$ cat src/rtl/dpm_pkg.sv
// Package for the dot-product MAC engine: field widths, command bits,
// register indexes and the structs passed between the engine's modules.
// Used by every module under rtl/.
`timescale 1ns / 1ps

package dpm_pkg;

    localparam int unsigned DATA_W    = 32;
    localparam int unsigned ADDR_W    = 32;
    localparam int unsigned LEN_W     = 24;
    localparam int unsigned PADDR_W   = 4;
    localparam int unsigned S_TDATA_W = 96;
    localparam int unsigned M_TDATA_W = 136;

    // command word bits
    localparam int unsigned CMD_START_BIT = 0;
    localparam int unsigned CMD_STOP_BIT  = 4;

    // item kinds carried on tuser
    localparam logic ACT_COMMAND = 1'b0;
    localparam logic ACT_STEP    = 1'b1;

    typedef enum logic [1:0] {
        REG_A_BASE = 2'd0,
        REG_B_BASE = 2'd1,
        REG_LENGTH = 2'd2,
        REG_RESULT = 2'd3
    } t_reg_idx;

    typedef struct packed {
        logic [ADDR_W-1:0] a_base;
        logic [ADDR_W-1:0] b_base;
        logic [LEN_W-1:0]  length;
        logic [ADDR_W-1:0] result_addr;
    } t_cfg;

    // decoded input item, product already formed
    typedef struct packed {
        logic              step;
        logic              start;
        logic              stop;
        logic [DATA_W-1:0] prod;
    } t_item;

    typedef struct packed {
        logic              busy;
        logic [DATA_W-1:0] write_data;
        logic [ADDR_W-1:0] write_addr;
        logic              write_valid;
        logic              irq;
        logic [ADDR_W-1:0] read_addr_b;
        logic [ADDR_W-1:0] read_addr_a;
        logic              read_valid;
    } t_result;

endpackage

$ cat src/rtl/dot_product_mac_engine.sv
// Dot-product multiply-accumulate engine, top level.
// Channels: slave stream in, one result item out per item in; APB config.
// Input item: tuser[0] = action (0 command, 1 step). tdata = command word,
//   element a, element b (lowest bits first).
// A command with bit 0 starts a run (index and sum cleared); bit 4 stops
//   any run and emits the result write; with both set the stop wins.
// A step while running adds a*b (wrapped to 32 bits) and requests the
//   next pair; the item on which the index reaches the length pulses irq.
// The result item passes through the input register, then the result
//   register. Throughput: one item per cycle while the receiver takes
//   results, set by the single add into the accumulator that each item
//   needs.
// Reset (synchronous, active low) clears the run state, the accumulator,
//   the configuration registers and both stage valids.
// When the receiver stalls the result register holds; one more item is
//   still taken into the input register, then tready drops until the
//   result is taken.
// User must write configuration only while no item is in flight; not enforced.
`timescale 1ns / 1ps

module dot_product_mac_engine (
    input  logic                           i_clk,
    input  logic                           i_rst_n,
    // slave stream
    input  logic                           i_s_tvalid,
    output logic                           o_s_tready,
    // [31:0] command_word, [63:32] elem_a, [95:64] elem_b
    input  logic [dpm_pkg::S_TDATA_W-1:0]  i_s_tdata,
    // [0] action
    input  logic                           i_s_tuser,
    // master stream
    output logic                           o_m_tvalid,
    input  logic                           i_m_tready,
    // [0] read_valid, [32:1] read_addr_a, [64:33] read_addr_b, [65] irq_pulse,
    // [66] write_valid, [98:67] write_addr, [130:99] write_data,
    // [131] busy_res, [135:132] zero
    output logic [dpm_pkg::M_TDATA_W-1:0]  o_m_tdata,
    // configuration port
    input  logic                           psel,
    input  logic                           penable,
    input  logic                           pwrite,
    input  logic [dpm_pkg::PADDR_W-1:0]    paddr,
    input  logic [31:0]                    pwdata,
    output logic [31:0]                    prdata,
    output logic                           pready
);
    import dpm_pkg::*;

    t_cfg  w_cfg;
    t_item w_item;
    logic  w_item_valid;
    logic  w_core_ready;
    logic  w_adv;

    assign w_adv      = !w_item_valid || w_core_ready;
    assign o_s_tready = w_adv;

    dpm_cfg_regs u_cfg (
        .i_clk   (i_clk),
        .i_rst_n (i_rst_n),
        .psel    (psel),
        .penable (penable),
        .pwrite  (pwrite),
        .paddr   (paddr),
        .pwdata  (pwdata),
        .prdata  (prdata),
        .pready  (pready),
        .o_cfg   (w_cfg)
    );

    dpm_in_stage u_in (
        .i_clk   (i_clk),
        .i_rst_n (i_rst_n),
        .i_adv   (w_adv),
        .i_valid (i_s_tvalid),
        .i_tdata (i_s_tdata),
        .i_tuser (i_s_tuser),
        .o_valid (w_item_valid),
        .o_item  (w_item)
    );

    dpm_core u_core (
        .i_clk      (i_clk),
        .i_rst_n    (i_rst_n),
        .i_cfg      (w_cfg),
        .i_valid    (w_item_valid),
        .i_item     (w_item),
        .o_ready    (w_core_ready),
        .o_m_tvalid (o_m_tvalid),
        .i_m_tready (i_m_tready),
        .o_m_tdata  (o_m_tdata)
    );

`ifndef SYNTH
    // a pair is only requested while a run is live
    a_read_needs_busy: assert property (@(posedge i_clk) disable iff (!i_rst_n)
        (o_m_tvalid && o_m_tdata[0]) |-> o_m_tdata[131])
        else $error("read request without busy");

    // a stop command and a run completion never share one item
    a_irq_not_write: assert property (@(posedge i_clk) disable iff (!i_rst_n)
        o_m_tvalid |-> !(o_m_tdata[65] && o_m_tdata[66]))
        else $error("irq and result write on the same item");

    // input side only backs up behind a stalled result
    a_stall_source: assert property (@(posedge i_clk) disable iff (!i_rst_n)
        !o_s_tready |-> (o_m_tvalid && !i_m_tready))
        else $error("tready low without output stall");
`endif

endmodule

$ cat src/rtl/dpm_cfg_regs.sv
// APB-style configuration registers of the dot-product MAC engine.
// Depends on dpm_pkg for register indexes and the t_cfg struct.
`timescale 1ns / 1ps

module dpm_cfg_regs (
    input  logic                         i_clk,
    input  logic                         i_rst_n,
    input  logic                         psel,
    input  logic                         penable,
    input  logic                         pwrite,
    input  logic [dpm_pkg::PADDR_W-1:0]  paddr,
    input  logic [31:0]                  pwdata,
    output logic [31:0]                  prdata,
    output logic                         pready,
    output dpm_pkg::t_cfg                o_cfg
);
    import dpm_pkg::*;

    t_cfg     r_cfg;
    t_reg_idx w_idx;
    logic     w_wr;

    assign pready = 1'b1;
    assign w_idx  = t_reg_idx'(paddr[PADDR_W-1:2]);
    assign w_wr   = psel & penable & pwrite & pready;

    always_ff @(posedge i_clk) begin
        if (!i_rst_n) begin
            r_cfg <= '0;
        end else if (w_wr) begin
            case (w_idx)
                REG_A_BASE: r_cfg.a_base      <= pwdata;
                REG_B_BASE: r_cfg.b_base      <= pwdata;
                REG_LENGTH: r_cfg.length      <= pwdata[LEN_W-1:0];
                REG_RESULT: r_cfg.result_addr <= pwdata;
                default: ;
            endcase
        end
    end

    always_comb begin
        case (w_idx)
            REG_A_BASE: prdata = r_cfg.a_base;
            REG_B_BASE: prdata = r_cfg.b_base;
            REG_LENGTH: prdata = {{(32-LEN_W){1'b0}}, r_cfg.length};
            REG_RESULT: prdata = r_cfg.result_addr;
            default:    prdata = '0;
        endcase
    end

    assign o_cfg = r_cfg;

endmodule

$ cat src/rtl/dpm_in_stage.sv
// Input register of the dot-product MAC engine: decodes the command bits
// and forms the 32-bit wrapped product. Depends on dpm_pkg.
`timescale 1ns / 1ps

module dpm_in_stage (
    input  logic                           i_clk,
    input  logic                           i_rst_n,
    input  logic                           i_adv,
    input  logic                           i_valid,
    input  logic [dpm_pkg::S_TDATA_W-1:0]  i_tdata,
    input  logic                           i_tuser,
    output logic                           o_valid,
    output dpm_pkg::t_item                 o_item
);
    import dpm_pkg::*;

    logic              r_valid;
    t_item             r_item;
    t_item             n_item;
    logic [DATA_W-1:0] w_cmd;
    logic [DATA_W-1:0] w_a;
    logic [DATA_W-1:0] w_b;

    assign w_cmd = i_tdata[DATA_W-1:0];
    assign w_a   = i_tdata[2*DATA_W-1:DATA_W];
    assign w_b   = i_tdata[3*DATA_W-1:2*DATA_W];

    // low half of the product is the same for signed and unsigned operands
    always_comb begin
        n_item.step  = (i_tuser == ACT_STEP);
        n_item.start = w_cmd[CMD_START_BIT];
        n_item.stop  = w_cmd[CMD_STOP_BIT];
        n_item.prod  = w_a * w_b;
    end

    always_ff @(posedge i_clk) begin
        if (!i_rst_n) begin
            r_valid <= 1'b0;
        end else if (i_adv) begin
            r_valid <= i_valid;
        end
    end

    always_ff @(posedge i_clk) begin
        if (i_adv && i_valid) begin
            r_item <= n_item;
        end
    end

    assign o_valid = r_valid;
    assign o_item  = r_item;

endmodule

$ cat src/rtl/dpm_core.sv
// Run state, accumulator and result register of the dot-product MAC engine.
// Depends on dpm_pkg for t_cfg, t_item and t_result.
`timescale 1ns / 1ps

module dpm_core (
    input  logic                           i_clk,
    input  logic                           i_rst_n,
    input  dpm_pkg::t_cfg                  i_cfg,
    input  logic                           i_valid,
    input  dpm_pkg::t_item                 i_item,
    output logic                           o_ready,
    output logic                           o_m_tvalid,
    input  logic                           i_m_tready,
    output logic [dpm_pkg::M_TDATA_W-1:0]  o_m_tdata
);
    import dpm_pkg::*;

    logic              r_running;
    logic [LEN_W-1:0]  r_index;
    logic [DATA_W-1:0] r_acc;
    logic              r_out_valid;
    t_result           r_out;

    logic              n_running;
    logic [LEN_W-1:0]  n_index;
    logic [DATA_W-1:0] n_acc;
    t_result           n_res;

    logic              w_fire;
    logic              w_in_range;
    logic [LEN_W-1:0]  w_idx_step;

    assign o_ready    = !r_out_valid || i_m_tready;
    assign w_fire     = i_valid && o_ready;
    assign w_in_range = (r_index < i_cfg.length);
    assign w_idx_step = w_in_range ? r_index + LEN_W'(1) : r_index;

    always_comb begin
        n_running = r_running;
        n_index   = r_index;
        n_acc     = r_acc;
        n_res     = '0;
        if (!i_item.step) begin
            if (i_item.stop) begin
                n_running         = 1'b0;
                n_res.write_valid = 1'b1;
                n_res.write_addr  = i_cfg.result_addr;
                n_res.write_data  = r_acc;
            end else if (i_item.start) begin
                n_running = 1'b1;
                n_index   = '0;
                n_acc     = '0;
            end
        end else if (r_running) begin
            if (w_in_range) begin
                n_acc = r_acc + i_item.prod;
            end
            // run completes once the index reaches the length
            if (w_idx_step >= i_cfg.length) begin
                n_running = 1'b0;
                n_index   = '0;
                n_res.irq = 1'b1;
            end else begin
                n_index = w_idx_step;
            end
        end
        if (n_running && (n_index < i_cfg.length)) begin
            n_res.read_valid  = 1'b1;
            n_res.read_addr_a = i_cfg.a_base + {{(ADDR_W-LEN_W-2){1'b0}}, n_index, 2'b00};
            n_res.read_addr_b = i_cfg.b_base + {{(ADDR_W-LEN_W-2){1'b0}}, n_index, 2'b00};
        end
        n_res.busy = n_running;
    end

    always_ff @(posedge i_clk) begin
        if (!i_rst_n) begin
            r_running   <= 1'b0;
            r_index     <= '0;
            r_acc       <= '0;
            r_out_valid <= 1'b0;
        end else begin
            if (w_fire) begin
                r_running <= n_running;
                r_index   <= n_index;
                r_acc     <= n_acc;
            end
            if (o_ready) begin
                r_out_valid <= i_valid;
            end
        end
    end

    always_ff @(posedge i_clk) begin
        if (w_fire) begin
            r_out <= n_res;
        end
    end

    assign o_m_tvalid = r_out_valid;
    assign o_m_tdata  = {{(M_TDATA_W-$bits(t_result)){1'b0}}, r_out};

endmodule

$ cat config.mk
export PLATFORM = sky130hd
export DESIGN_NAME = dot_product_mac_engine
export DESIGN_NICKNAME = d
export VERILOG_FILES = /design/src/rtl/dpm_pkg.sv /design/src/rtl/dot_product_mac_engine.sv /design/src/rtl/dpm_cfg_regs.sv /design/src/rtl/dpm_in_stage.sv /design/src/rtl/dpm_core.sv
export SDC_FILE = /design/constraint.sdc
export NUM_CORES = 2
export LEC_CHECK = 0
export BUFFER_PORTS_ARGS = -buffer_cell sky130_fd_sc_hd__buf_4
export CORE_ASPECT_RATIO = 0.5
export CORE_MARGIN = 2
export CORE_UTILIZATION = 45
export CTS_CLUSTER_DIAMETER = 80
export DETAILED_ROUTE_END_ITERATION = 8
export SLEW_MARGIN = 5
export SYNTH_ARGS = -nofsm -noshare
export SYNTH_HDL_FRONTEND = slang
export SYNTH_HIERARCHICAL = 1
export SYNTH_SLANG_ARGS = --single-unit
$ cat constraint.sdc
create_clock -name i_clk -period 13.1 [get_ports i_clk]
set_input_delay 0 -clock i_clk [delete_from_list [all_inputs] [get_ports i_clk]]
set_output_delay 0 -clock i_clk [all_outputs]
set_load 0.005 [all_outputs]
Word-level counts from Yosys, hierarchy flattened
Cells that the tools add are included.

cells by class
  add/subtract/negate cells = 4
  multipliers = 1
  magnitude comparators = 3
  equality and inequality tests = 6
  muxes and demuxes = 20
  bitwise operators = 3
  reductions and logical operators = 16

operators by type and width
  cell                   number
  $mux 32                5
  $mux 24                6
  $pmux 32 s4            1
  $add 32x26->32         2
  $lt 24x24->1           2
  $add 32x32->32         1
  $mul 32x32->32         1
  $add 24x1->24 const B  1
  $ge 24x24->1           1
  $reduce_and 2->1       5
  $mux 1                 8
  $ne 2x1->1 const B     3
  $reduce_and 5->1       1
  $eq 2x2->1 const B     2
  $logic_and 1x1->1      3
  $and 1x1->1            2
  $eq 2x1->1 const B     1
  $logic_not 1->1        2
  $logic_not 2->1        1
  $logic_or 1x1->1       2
  $reduce_bool 2->1      1
  $reduce_or 2->1        1
  $not 1->1              1

storage, ports and cells
  register bits after elaboration = 346
  bits of input ports = 140
  output and inout bits = 171
  logic and storage cells = 74

Longest topological paths before layout
  depth in word-level cells = 9
  mapped depth = 33
  depth with buffers taken out = 30

Hierarchy
The synthesis kept the hierarchy.

by module, submodules not included
  module                  instances  cells each  area each (µm²)  sequential area each (µm²)
  dpm_in_stage            1          1778        16995.0          1071.0
  dpm_core                1          1474        13952.1          5124.9
  dpm_cfg_regs            1          488         5188.7           2402.3
  dot_product_mac_engine  1          1           6.3              0.0

Least setup slack after synthesis
No wires, ideal clock.

  path kind = reg2reg
  start = register u_cfg.r_cfg, in the netlist u_cfg/o_cfg[36]
  end = register u_core.r_out, in the netlist u_core/o_m_tdata[31] (data pin)
  library setup time = 0.263 ns
  arrival = 6.557 ns
  required time = 12.837 ns
  slack = 6.280 ns
  stages on the path, launching flop included = 29
  path buffers = 3
  clock period less this slack = 6.820 ns
  cells stage by stage = dfxtp_1 inv_1 ha_1 a2111o_1 a31oi_1 o21ai_2 or4_1 buf_2 or2_0 xnor2_1 ha_1 o2111ai_1 or4_1 o211ai_1 a21oi_1 buf_6 and3_1 buf_2 a22o_1 fa_1 a211oi_1 o211ai_1 a211oi_1 a2111oi_2 a221oi_1 o221ai_1 nand3_1 xor2_1 nor3_2

on the way
  longest elaborated chain between the ends = 8
  elaborated cells between the ends (all ways) = 12
  those cells by class = add/sub: 1; order compare: 3; mux: 7; reduce/logical: 1

ends and longest elaborated chain
  element                                                                 RTL line            text
  start: declaration                                                      dpm_cfg_regs.sv:19  t_cfg r_cfg;
  $lt 24x24->1                                                            dpm_core.sv:35      assign w_in_range = (r_index < i_cfg.length);
  $mux 24                                                                 dpm_core.sv:36      assign w_idx_step = w_in_range ? r_index + LEN_W'(1) : r_index;
  $ge 24x24->1                                                            dpm_core.sv:59      if (w_idx_step >= i_cfg.length) begin
  $mux 24 (*)                                                             dpm_core.sv:59
  $mux 24 (*)                                                             dpm_core.sv:54      end else if (r_running) begin
  $mux 24 (*)                                                             dpm_core.sv:43      if (!i_item.step) begin
  named net u_core.n_index[1]                                             dpm_core.sv:25      logic [LEN_W-1:0] n_index;
  parallel branches: the longest is 2 deep, another holds $add 32x26->32  -
  end signal: assignment                                                  dpm_core.sv:95      r_out <= n_res;
  end: declaration                                                        dpm_core.sv:22      t_result r_out;

Mark *: on every way through the listed nets, which the timed path passes.
A chain may end at the register's enable or synchronous reset.

Worst setup path in the final report
  start = register u_cfg.r_cfg, in the netlist u_cfg/o_cfg[55]
  end = register u_core.r_out, in the netlist u_core/o_m_tdata[60] (data pin)

on the way
  longest elaborated chain between the ends = 8
  elaborated cells between the ends (all ways) = 12
  those cells by class = add/sub: 1; order compare: 3; mux: 7; reduce/logical: 1

ends and longest elaborated chain
  element                                                                 RTL line
  $lt 24x24->1                                                            dpm_core.sv:35
  $mux 24                                                                 dpm_core.sv:36
  $ge 24x24->1                                                            dpm_core.sv:59
  $mux 24 (*)                                                             dpm_core.sv:59
  $mux 24 (*)                                                             dpm_core.sv:54
  $mux 24 (*)                                                             dpm_core.sv:43
  named net u_core.n_index[1]                                             dpm_core.sv:25
  parallel branches: the longest is 2 deep, another holds $add 32x26->32  -

Marked as above.

==> results.md <==
- The flow ran to the end, and the final reports show no timing, DRC or antenna violations.
- The fraction of layout instances using a drive strength above 1 is 12.1%.
- The horizontal die dimension is 405 microns.
- The number of enable flip-flop cells after synthesis is 167.
- After floorplanning, the core was divided into 73 placement rows.
- The growth of design area from synthesis to finish is 12.2%.
- The total wirelength of the detailed-routed design is 96,700 microns.
- The overall via count from detail_route is 27.1k.
- The number of cells upsized or downsized after cts is 0.
- For this run the aggregate overflow at the end of global routing stands at 0.
- The count of unresolved DRC violations after routing is 0.
- The combined buffer and inverter count along the critical path is 2.
- The number of antenna violations at the first check in global routing is 1.
- The maximum number of buffers from clock root to sink is 3.
- The number of global-route vias before repair came to 27.8k.
- The height of the chip is 204 microns.
- The cell count of the worst reg-to-reg path is 26.
- STA puts the critical path data arrival time at 9.03 ns.
- The finished layout holds 5,006 standard cells, fillers aside.
- The total die area is 0.0827 sq mm.
- The area inside the core boundary is 0.0795 sq mm.
- Counting instances, the worst hold path has a depth of 2.
- The worst-case setup slack after placement is 4.32 ns.
- The placer's final routability congestion estimate is 0.858.
- The largest individual stage delay along the critical path comes from the cell sky130_fd_sc_hd__and3_1.
- The commonest cells after synthesis are sky130_fd_sc_hd__nand2_1 (447), sky130_fd_sc_hd__and2_1 (425), sky130_fd_sc_hd__inv_1 (422).
- TritonCTS built the clock tree.
- The final-report hold violation count was 0.
- The type of the setup path with the least slack is reg2reg.
- The first-iteration detailed-routing DRC count is 1,532.
- The capturing element type of the critical path is a register.
- The worst-case headroom to the max-slew limit is 25.8%.
- The final-report max-slew violation count was 0.
- The cell that appears most often on the critical path is sky130_fd_sc_hd__ha_1.
- The cell with the most instances after synthesis is sky130_fd_sc_hd__nand2_1.
- For this design the top-level I/O count stands at 311.
- The setup fix buffers added after clock tree synthesis is 0.
- Counting buffers and inverters, the worst setup path is 26 cells deep.
- For this design, the CTS-stage hold fixing added 38 buffers.
- Once detailed placement completed, the half-perimeter wirelength came to 73,200 microns.
- By area the synthesized netlist is led by sky130_fd_sc_hd__fa_1 (23%), sky130_fd_sc_hd__edfxtp_1 (14%), sky130_fd_sc_hd__dfxtp_1 (9.9%).
- The number of clock sinks seen by CTS is 346.
- The cell family with the largest share of critical-path delay is compound AO/OA/AOI/OAI gates.
- The share of synthesized area occupied by flip-flops and latches is 23.8%.
- At the pin with the least slew margin, the transition time is 1.11 ns.
- In this run the number of H-tree levels came out at 2.
- The internal reg-to-reg setup slack is 4.34 ns.
- The worst path uses 66.9% of the clock period.
- Clock tree synthesis inserted a total of 41 buffers.
- After synthesis, the mean cell area works out to 9.66 sq um.
- The number of different library cells used by synthesis comes to 96.
- The post-detailed-route count of antenna-violating nets is 0.
- The clock slew at the register clock pins of the worst setup and hold paths is 0.06 ns.
- For this run, the post-layout net count is 4,746.
- After detailed routing, the average wire length per cell comes to 19.3 microns.
- Entering global routing, the biggest net connects 97 pins.
- The final number of setup-violating endpoints is 0.
- Between clock sinks in the finished design, the worst skew comes to 0.0206 ns.
- The post-route setup TNS is 0 ns.
- During synthesis, Yosys emitted a total of 6 warnings.
- In this design, the stage delay of the slowest critical-path cell is 0.82 ns.
- The timing-limited maximum frequency is 114 MHz.
- Of all nets on the critical path, the largest fanout is 19.
- Dividing the detail-routed via count by the number of cells gives 5.42.
- The count of TritonRoute iterations in the first routing pass is 5.
- The first global-routing pass estimated 153,000 microns of wire.
- Counting flops with an async set or reset pin after synthesis yields a share of 0%.
- Synthesis handed over a netlist of 3,741 instances.
- Counting tap cells, the placed design contains a total of 4,891 instances.
- The worst setup path is launched from a register.
- The later-pin clock latency in the skew report is 0.56 ns.
- At the worst endpoint, the required time is 13.37 ns.
- The tree is rooted in a sky130_fd_sc_hd__clkbuf_16.
- Setup repair after global routing left no endpoint under its margin.
- For this configuration, the core starts out at a cell density of 45.5%.
- Input and output buffers added on the ports amount to 273.
- The tightest min-delay check is of the in2reg type.
- Of the post-synthesis cell area, the dominant cell type holds 22.8%.
- The worst path needs 8.76 ns of the cycle, external delays included.
- The cell taking the most area after synthesis is sky130_fd_sc_hd__fa_1.
- The synthesized design contains 346 register bits.
- The tool flagged a number of max-cap violations equal to 0.
- The dominant register cell in the synthesized netlist is sky130_fd_sc_hd__dfxtp_1.
- The final worst-path setup slack is 4.34 ns.
- In the global route stage, overall resource usage came out at 23.5%.
- The cell area that synthesis handed to floorplanning was 0.0361 sq mm.
## metrics by stage
step | hold slack, ns | cell area [sq um] | utilization (%)
after global routing | 0.0900 | 40500 | 51.0
after detailed placement | 0.180 | 38800 | 48.8
final | 0.0895 | 40500 | 51.0
after CTS | 0.0581 | 40500 | 51.0
after global placement | 0.181 | 38800 | 48.8
after floorplan | 0.0989 | 36200 | -
## cells in the final DEF (no fill, tap or decap), types with 114 or more instances in the layout
cell | Yosys | final
sky130_fd_sc_hd__edfxtp_1 | 167 | 167
sky130_fd_sc_hd__buf_4 | 18 | 290
sky130_fd_sc_hd__a21oi_1 | 135 | 135
sky130_fd_sc_hd__nand2_1 | 447 | 447
sky130_fd_sc_hd__dfxtp_1 | 179 | 179
sky130_fd_sc_hd__fa_1 | 411 | 411
sky130_fd_sc_hd__inv_1 | 422 | 422
sky130_fd_sc_hd__ha_1 | 273 | 273
sky130_fd_sc_hd__mux2i_1 | 132 | 132
sky130_fd_sc_hd__and2_1 | 425 | 424
sky130_fd_sc_hd__xnor2_1 | 114 | 114
## sequential cells by signal (all words and copies together), names as in the netlist
name               flops
u_core/r_running       1
u_cfg/o_cfg          120
u_core/r_acc          32
u_core/o_m_tvalid      1
u_in/o_valid           1
u_core/o_m_tdata     132
u_core/r_index        24
u_in/o_item           35
## logic make-up (layout without fill, tap and decap cells)
logic type | count (synthesis) | count (layout) | share of synthesized area, %
AND/OR/NAND/NOR | 1260 | 1260 | 18.6
adder cells (fa/ha/maj) | 684 | 684 | 32.2
buffers and inverters | 616 | 827 | 6.97
AO/OA/AOI/OAI | 492 | 492 | 8.76
flip-flops | 346 | 346 | 23.8
XOR/XNOR | 178 | 178 | 4.31
multiplexers | 163 | 163 | 5.38
other | 2 | 6 | 0.0208
## per-layer routing
metal,track usage (%),routed length [microns]
met4,6.73,2620
met5,0,0
met2,39.2,45700
met3,2.24,4200
met1,32.5,44300
## layout make-up
type / instances / area [sq um]
fill: 7314 / 38900
multi-input combinational: 2782 / 25100
sequential: 346 / 8600
timing repair buffer: 328 / 2560
inverter: 423 / 1590
tap: 1050 / 1310
clock buffer: 60 / 1200
clock inverter: 16 / 196
antenna: 1 / 2.50
## final timing paths
path | startpoint | endpoint
worst max-delay path | u_cfg/o_cfg[55]$_SDFFE_PN0P_ | u_core/o_m_tdata[60]$_SDFFCE_PN0P_
worst min-delay path | i_rst_n | u_in/o_valid$_SDFFE_PN0P_
worst max register to register | u_cfg/o_cfg[55]$_SDFFE_PN0P_ | u_core/o_m_tdata[60]$_SDFFCE_PN0P_
worst min register to register | u_cfg/o_cfg[16]$_SDFFE_PN0P_ | u_cfg/o_cfg[16]$_SDFFE_PN0P_
Power is left out: the tool's default activity adds up to more than one toggle a clock period on the data nets, which glitch-free logic cannot reach.
